<file path="config.mk">
export PLATFORM = sky130hd
export DESIGN_NAME = ac_presence_leaky_bucket_detector
export DESIGN_NICKNAME = d
export VERILOG_FILES = /design/src/rtl/core/acpd_pkg.sv /design/src/rtl/core/ac_presence_leaky_bucket_detector.sv /design/src/rtl/core/acpd_tracker.sv
export SDC_FILE = /design/constraint.sdc
export NUM_CORES = 1
export LEC_CHECK = 0
export BUFFER_PORTS_ARGS = -buffer_cell sky130_fd_sc_hd__buf_2
export CORE_ASPECT_RATIO = 2
export CORE_UTILIZATION = 57
export DETAILED_ROUTE_END_ITERATION = 7
export PLACE_DENSITY = 0.93
export SLEW_MARGIN = 20
export SYNTH_ARGS = -nofsm -noshare
export SYNTH_HDL_FRONTEND = slang
export SYNTH_SLANG_ARGS = --single-unit
</file>
<file path="constraint.sdc">
create_clock -name clock -period 4.1 [get_ports clock]
set_clock_uncertainty 0.2 [all_clocks]
set_input_delay 0.82 -clock clock [delete_from_list [all_inputs] [get_ports clock]]
set_output_delay 0.82 -clock clock [all_outputs]
set_load 0.02 [all_outputs]
</file>
<file path="src/rtl/core/acpd_pkg.sv">
`default_nettype none

package acpd_pkg;

   // Field and register widths
   localparam int PERIOD_W    = 10;
   localparam int MIN_PULSE_W = 8;
   localparam int THRESH_W    = 7;
   localparam int WIDTH_W     = 8;   // pulse width only ever compared to an 8-bit minimum
   localparam int COUNT_W     = 8;
   localparam int BUCKET_W    = 8;
   localparam int CSR_ADDR_W  = 4;
   localparam int CSR_DATA_W  = 32;

   // Register map, word index = paddr[3:2]
   localparam logic [1:0] REG_PERIOD_MS    = 2'd0;
   localparam logic [1:0] REG_MIN_PULSE_MS = 2'd1;
   localparam logic [1:0] REG_THRESHOLD    = 2'd2;

   // Reset values of the registers
   localparam logic [PERIOD_W-1:0]    PERIOD_RESET    = 10'd20;
   localparam logic [MIN_PULSE_W-1:0] MIN_PULSE_RESET = 8'd5;
   localparam logic [THRESH_W-1:0]    THRESH_RESET    = 7'd3;

   // Saturation limits
   localparam logic [WIDTH_W-1:0]  WIDTH_MAX = {WIDTH_W{1'b1}};
   localparam logic [PERIOD_W-1:0] TIMER_MAX = {PERIOD_W{1'b1}};

   typedef struct packed {
      logic [PERIOD_W-1:0]    period_ms;
      logic [MIN_PULSE_W-1:0] min_pulse_ms;
      logic [THRESH_W-1:0]    threshold;
   } cfg_type;

   typedef struct packed {
      logic switch_closed;
      logic state_published;
   } result_type;

endpackage

`default_nettype wire

</file>
<file path="src/rtl/core/ac_presence_leaky_bucket_detector.sv">
`default_nettype none

// AC presence detector. Each input word is one millisecond tick carrying the
// sampled pin level; each tick yields exactly one result word with the current
// switch state and a flag for a state published on that tick. High pulses of
// at least min_pulse_ms ticks are counted; every period_ms ticks a leaky
// bucket fills (count moved) or drains (count idle), reporting closed above
// threshold and open at empty. Throughput is one word per clock while the
// result stream is ready; a word passes the input and result registers, with
// the whole state update done in the single stage between them. Registers
// sit at byte addresses 0 (period_ms), 4 (min_pulse_ms) and 8 (threshold).
module ac_presence_leaky_bucket_detector (
   input  wire                              clock,
   input  wire                              reset,
   // input stream
   input  wire                              req_tvalid,
   output logic                             req_tready,
   input  wire  [7:0]                       req_tdata,   // [0] pin_level
   // result stream
   output logic                             rsp_tvalid,
   input  wire                              rsp_tready,
   output logic [7:0]                       rsp_tdata,   // [0] switch_closed, [1] state_published
   // configuration port
   input  wire                              csr_psel,
   input  wire                              csr_penable,
   input  wire                              csr_pwrite,
   input  wire  [acpd_pkg::CSR_ADDR_W-1:0]  csr_paddr,
   input  wire  [acpd_pkg::CSR_DATA_W-1:0]  csr_pwdata,
   output logic [acpd_pkg::CSR_DATA_W-1:0]  csr_prdata,
   output logic                             csr_pready
);
   import acpd_pkg::*;

   cfg_type    cfg_ff, cfg_in;
   logic [1:0] csr_index;
   logic       csr_write;

   logic       in_valid_ff, in_valid_in;
   logic       in_pin_ff;
   logic       out_valid_ff, out_valid_in;
   result_type out_ff;
   result_type result;
   logic       advance;

   // Configuration registers
   assign csr_pready = 1'b1;
   assign csr_index  = csr_paddr[3:2];
   assign csr_write  = csr_psel & csr_penable & csr_pwrite & csr_pready;

   always_comb begin
      cfg_in = cfg_ff;
      if (csr_write) begin
         case (csr_index)
            REG_PERIOD_MS:    cfg_in.period_ms    = csr_pwdata[PERIOD_W-1:0];
            REG_MIN_PULSE_MS: cfg_in.min_pulse_ms = csr_pwdata[MIN_PULSE_W-1:0];
            REG_THRESHOLD:    cfg_in.threshold    = csr_pwdata[THRESH_W-1:0];
            default:          cfg_in = cfg_ff;
         endcase
      end
   end

   always_comb begin
      case (csr_index)
         REG_PERIOD_MS:    csr_prdata = CSR_DATA_W'(cfg_ff.period_ms);
         REG_MIN_PULSE_MS: csr_prdata = CSR_DATA_W'(cfg_ff.min_pulse_ms);
         REG_THRESHOLD:    csr_prdata = CSR_DATA_W'(cfg_ff.threshold);
         default:          csr_prdata = '0;
      endcase
   end

   always_ff @(posedge clock) begin
      if (reset) begin
         cfg_ff.period_ms    <= PERIOD_RESET;
         cfg_ff.min_pulse_ms <= MIN_PULSE_RESET;
         cfg_ff.threshold    <= THRESH_RESET;
      end else begin
         cfg_ff <= cfg_in;
      end
   end

   // Pipeline flow: input register -> state update -> result register
   assign advance      = in_valid_ff & (~out_valid_ff | rsp_tready);
   assign req_tready   = ~in_valid_ff | advance;
   assign in_valid_in  = req_tvalid | (in_valid_ff & ~advance);
   assign out_valid_in = advance | (out_valid_ff & ~rsp_tready);

   always_ff @(posedge clock) begin
      if (reset) begin
         in_valid_ff  <= 1'b0;
         out_valid_ff <= 1'b0;
      end else begin
         if (req_tready) begin
            in_valid_ff <= in_valid_in;
         end
         out_valid_ff <= out_valid_in;
      end
   end

   // Payload registers
   always_ff @(posedge clock) begin
      if (req_tready & req_tvalid) begin
         in_pin_ff <= req_tdata[0];
      end
      if (advance) begin
         out_ff <= result;
      end
   end

   acpd_tracker u_tracker (
      .clock     (clock),
      .reset     (reset),
      .cfg       (cfg_ff),
      .step_en   (advance),
      .pin_level (in_pin_ff),
      .result    (result)
   );

   assign rsp_tvalid = out_valid_ff;
   assign rsp_tdata  = {6'b0, out_ff.state_published, out_ff.switch_closed};

endmodule

`default_nettype wire

</file>
<file path="src/rtl/core/acpd_tracker.sv">
`default_nettype none

module acpd_tracker (
   input  wire                  clock,
   input  wire                  reset,
   input  acpd_pkg::cfg_type    cfg,
   input  wire                  step_en,
   input  wire                  pin_level,
   output acpd_pkg::result_type result
);
   import acpd_pkg::*;

   logic                  prev_pin_ff,   prev_pin_in;
   logic                  pulse_open_ff, pulse_open_in;
   logic [WIDTH_W-1:0]    width_ff,      width_in;
   logic [COUNT_W-1:0]    count_ff,      count_in;
   logic [COUNT_W-1:0]    last_count_ff, last_count_in;
   logic [BUCKET_W-1:0]   bucket_ff,     bucket_in;
   logic [PERIOD_W-1:0]   timer_ff,      timer_in;
   logic                  closed_ff,     closed_in;

   logic                  rising;
   logic                  falling;
   logic [WIDTH_W-1:0]    width_inc;
   logic [PERIOD_W:0]     timer_inc;
   logic                  check;
   logic [BUCKET_W-1:0]   bucket_cap;
   logic [BUCKET_W-1:0]   bucket_dec;
   logic [BUCKET_W-1:0]   bucket_up;
   logic                  published;

   // Pulse edge detection, width timing and qualification
   always_comb begin
      rising        = pin_level & ~prev_pin_ff;
      falling       = ~pin_level & prev_pin_ff;
      width_inc     = (width_ff == WIDTH_MAX) ? WIDTH_MAX : width_ff + 1'b1;
      pulse_open_in = pulse_open_ff;
      width_in      = width_ff;
      count_in      = count_ff;
      if (rising) begin
         pulse_open_in = 1'b1;
         width_in      = '0;
      end else if (pulse_open_ff) begin
         width_in = width_inc;
         if (falling) begin
            if (width_inc >= cfg.min_pulse_ms) begin
               count_in = count_ff + 1'b1;
            end
            pulse_open_in = 1'b0;
            width_in      = '0;
         end
      end
      prev_pin_in = pin_level;
   end

   // Period check and leaky bucket; uses this tick's updated pulse count
   always_comb begin
      timer_inc     = {1'b0, timer_ff} + 1'b1;
      check         = timer_inc >= {1'b0, cfg.period_ms};
      bucket_cap    = {cfg.threshold, 1'b0};
      bucket_dec    = bucket_ff - 1'b1;
      bucket_up     = bucket_ff + 1'b1;
      timer_in      = timer_inc[PERIOD_W-1:0];
      bucket_in     = bucket_ff;
      closed_in     = closed_ff;
      last_count_in = last_count_ff;
      published     = 1'b0;
      if (check) begin
         if (count_in == last_count_ff) begin
            if (bucket_ff != '0) begin
               bucket_in = bucket_dec;
               if (bucket_dec == '0) begin
                  closed_in = 1'b0;
                  published = 1'b1;
               end
            end
         end else begin
            if (bucket_ff < bucket_cap) begin
               bucket_in = bucket_up;
               if (bucket_up > {1'b0, cfg.threshold}) begin
                  closed_in = 1'b1;
                  published = 1'b1;
               end
            end
         end
         last_count_in = count_in;
         timer_in      = '0;
      end
   end

   assign result.switch_closed   = closed_in;
   assign result.state_published = published;

   // State update, one tick per accepted word
   always_ff @(posedge clock) begin
      if (reset) begin
         prev_pin_ff   <= 1'b0;
         pulse_open_ff <= 1'b0;
         width_ff      <= '0;
         count_ff      <= '0;
         last_count_ff <= '0;
         bucket_ff     <= '0;
         timer_ff      <= '0;
         closed_ff     <= 1'b0;
      end else if (step_en) begin
         prev_pin_ff   <= prev_pin_in;
         pulse_open_ff <= pulse_open_in;
         width_ff      <= width_in;
         count_ff      <= count_in;
         last_count_ff <= last_count_in;
         bucket_ff     <= bucket_in;
         timer_ff      <= timer_in;
         closed_ff     <= closed_in;
      end
   end

`ifndef SYNTH
   // Reported state only moves on a tick
   a_closed_moves_on_tick: assert property (@(posedge clock) disable iff (reset)
      (closed_ff != $past(closed_ff)) |-> $past(step_en))
      else $error("closed state changed without a tick");

   // An idle pulse tracker holds a cleared width
   a_width_clear_when_idle: assert property (@(posedge clock) disable iff (reset)
      !pulse_open_ff |-> (width_ff == '0))
      else $error("pulse width nonzero with no pulse open");

   // Stored timer always stays below the largest period
   a_timer_below_max: assert property (@(posedge clock) disable iff (reset)
      timer_ff != TIMER_MAX)
      else $error("period timer reached its limit");

   // Bucket only changes on a check tick
   a_bucket_on_check: assert property (@(posedge clock) disable iff (reset)
      (step_en && !check) |=> (bucket_ff == $past(bucket_ff)))
      else $error("bucket changed outside a check");
`endif

endmodule

`default_nettype wire
</file>
==> flow_metrics.tcl <==
set metrics [dict create \
    status "finished clean" \
    routed_wl_um 13700 \
    area_growth_pct 10.1 \
    cts.sink_count 75 \
    worstSetupStartpointType "flip-flop" \
    maxSlewViolCount 0 \
    cp_max_fo 7 \
    fin_cells 763 \
    ir_drop_mv 0.225 \
    cellPowerDensity_nw_per_um2 305 \
    pre_cts_slack_ps 91.6 \
    die_area_um2 9390 \
    min_path_cells 2 \
    die_x_um 69.0 \
    setup_violations 0 \
    grt_first_pass_wirelength_um 21300 \
    seq_area_frac_synth 0.299 \
    clockBufferDepth 2 \
    r2r_slack_ps 40 \
    portBuffers 33 \
    whs_endpoint "cfg_ff[24]$_SDFFE_PP0P_" \
    fmax_mhz 246 \
    switching_power_w 0.000417 \
    io-pin-count 94 \
    drive_gt1_frac 0.137 \
    nets 747 \
    relSlewSlack 0.360 \
    antenna_found_initial 0 \
    clk_pin_slew_worst_paths_ps 60 \
    synth_commonest_cells "dfxtp_1, nand2_1, nor2_1" \
    htreeDepth 3 \
    p_seq_frac 0.437 \
    n_fill_cell 644 \
    synth-edff-count 3 \
    sw_frac_of_total 0.243 \
    worstPathCellList "ha_1 -> and3_1 -> nand3_1 -> buf_4 -> nand2_1 -> ha_1 -> o21ai_0 -> a21oi_4 -> nand3_2 -> a211oi_4 -> xnor3_1 -> and4_4 -> and2_4 -> buf_4 -> a32oi_1 -> mux2_2" \
    rr_endpoint "u_tracker.bucket_ff[2]$_SDFFE_PP0P_" \
    grt_overflow 0 \
    min-delay-start "cfg_ff[24]$_SDFFE_PP0P_" \
    synthTopCellsByArea "dfxtp_1, ha_1, nand2_1" \
    grt_max_degree 50 \
    power.internal_w 0.00130 \
    slowest_stage "dfxtp_1" \
    fin_crit_sh 0.990 \
    rr_worst_depth 16 \
    core_area_um2 8650 \
    grt_pass1_vias 4653 \
    synth-main-ff-cell "dfxtp_1" \
    netlist_instances 630 \
    hold_viol_final 0 \
    numPlacedInstances 744 \
    p_comb_frac 0.073 \
    wl_per_cell_um 17.9 \
    finalCriticalPeriod_ps 4060 \
    slowest_delay_ps 360 \
    path_buf_inv 2 \
    synth_top_area_share 0.281 \
    holdCritPathClass "flip-flop to flip-flop" \
    end_kind "flip-flop" \
    ant_nets 0 \
    antenna_cells 0 \
    crit_family "simple AND/OR/NAND/NOR gates" \
    cts_root_buffer "clkbuf_16" \
    max_slew.worst_pin.slew_ps 961 \
    critical_path_class "flip-flop to flip-flop" \
    required_ps 4130 \
    synth_top_cell_by_area "dfxtp_1" \
    synth_cell_types 68 \
    clkPwrFrac 0.489 \
    vias_per_cell 6.19 \
    synthesis.area_um2 5120 \
    r2r-start "u_tracker.width_ff[0]$_SDFFE_PP0P_" \
    drt_pass1_iterations 5 \
    dieHeight_um 136 \
    cts_tree "built" \
    gp_congestion 0.929 \
    crit_arrival_ps 4090 \
    worst_slack_ps 42.7 \
    vias 4723 \
    cap_violations 0 \
    grt.total_usage 0.286 \
    drc 0 \
    synth_warnings 0 \
    dp.final_hpwl_um 9240 \
    p_leak_nw 2.38 \
    cts_made_buffers 9 \
    start_util 0.592 \
    async_flop_share 0 \
    timing.hold.ws_ps 271 \
    rows 48 \
    ys_ff_latch 75 \
    drt_iter0_markers 335 \
    p_total_w 0.00172 \
    syn_avg_cell_area_um2 8.13 \
    clk_latency_ps 340 \
]
[worst min-delay path: stages, from the launching register on]
cell and delay (ps):
dfxtp_1 310, nand2_1 50, a21oi_1 60
[flip-flops by register name, summed over array words and instances (netlist names)]
signal and flops:
cfg_ff 25, u_tracker.timer_ff 10, u_tracker.bucket_ff 8, u_tracker.count_ff 8, u_tracker.last_count_ff 8, u_tracker.width_ff 8
rsp_tdata 2, in_pin_ff 1, in_valid_ff 1, rsp_tvalid 1, u_tracker.closed_ff 1, u_tracker.prev_pin_ff 1
u_tracker.pulse_open_ff 1
[logic make-up after synthesis]
kind of cell | after synthesis | share of synthesized area
buffers and inverters | 91 | 0.0921
DFF | 75 | 0.299
other | 2 | 0.00147
and+or+nand+nor | 233 | 0.219
AOI/OAI and AO/OA | 117 | 0.154
adders and majority gates | 38 | 0.0928
muxes | 31 | 0.0620
xor gates and xnor gates | 43 | 0.0789
[cells in the final DEF (no fill, tap or decap), types with 22 or more instances in the layout]
cell / instances
a21oi_1: 35
ha_1: 38
inv_1: 32
dfxtp_1: 70
nor2_1: 62
mux2i_1: 24
buf_2: 33
conb_1: 29
nand2_1: 71
xor2_1: 22
nand3_1: 25
[layout make-up]
class                           count  area [µm²]  share of cell area
Inverter                           33         124              0.0220
Clock inverter                      4        47.5             0.00843
Timing Repair Buffer               47         270              0.0479
Clock buffer                       12         268              0.0475
Tap cell                          100         125              0.0222
Sequential cell                    75        1530               0.272
Multi-Input combinational cell    492        3270               0.580
[power by group through the flow]
stage | Clock, W | Sequential (W) | Combinational [W]
final | 0.000840 | 0.000751 | 0.000126
after global routing | 0.000864 | 0.000752 | 0.000135
after CTS | 0.000844 | 0.000751 | 0.000122
after detailed placement | 0 | 0.000767 | 0.000120
after global placement | 0 | 0.000766 | 0.000116
after floorplan | 0 | 0.000766 | 0.000106
[worst max path at each step]
| stage | start | to | slack (ps) | cells after the start |
|---|---|---|---|---|
| 2_1_floorplan | u_tracker.width_ff[0]$_SDFFE_PP0P_ | rsp_tdata[1]$_SDFFCE_PN0P_ | 290 | 17 |
| 4_1_cts | u_tracker.width_ff[2]$_SDFFE_PP0P_ | u_tracker.bucket_ff[4]$_SDFFE_PP0P_ | 10 | 15 |
| 3_5_place_dp | u_tracker.width_ff[2]$_SDFFE_PP0P_ | u_tracker.bucket_ff[4]$_SDFFE_PP0P_ | 90 | 15 |
| 5_1_grt | u_tracker.width_ff[0]$_SDFFE_PP0P_ | u_tracker.bucket_ff[2]$_SDFFE_PP0P_ | -50 | 15 |
| 3_3_place_gp | u_tracker.width_ff[2]$_SDFFE_PP0P_ | u_tracker.bucket_ff[2]$_SDFFE_PP0P_ | 170 | 16 |
| 6_report | u_tracker.width_ff[0]$_SDFFE_PP0P_ | u_tracker.bucket_ff[2]$_SDFFE_PP0P_ | 40 | 16 |
[repair_timing]
item,CTS,global route
setup buffers,0,2
setup endpoints to repair,0,9
resized for setup,0,13
endpoints found under the hold margin,0,0
hold buffers,0,0
[metal layers]
layer | track usage | share of wire
met5 | 0 | 0
met4 | 0.243 | 0.073
met3 | 0.0482 | 0.048
met2 | 0.526 | 0.54
met1 | 0.270 | 0.34
[per-stage QoR]
stage	instance area (µm²)	util	setup TNS [ps]
global route	5640	0.652	-48.6
floorplan	5220	-	0
CTS	5570	0.644	0
finish	5640	0.652	0
detailed placement	5260	0.608	0
global placement	5260	0.608	0
Power figures use the tool's default switching activity.
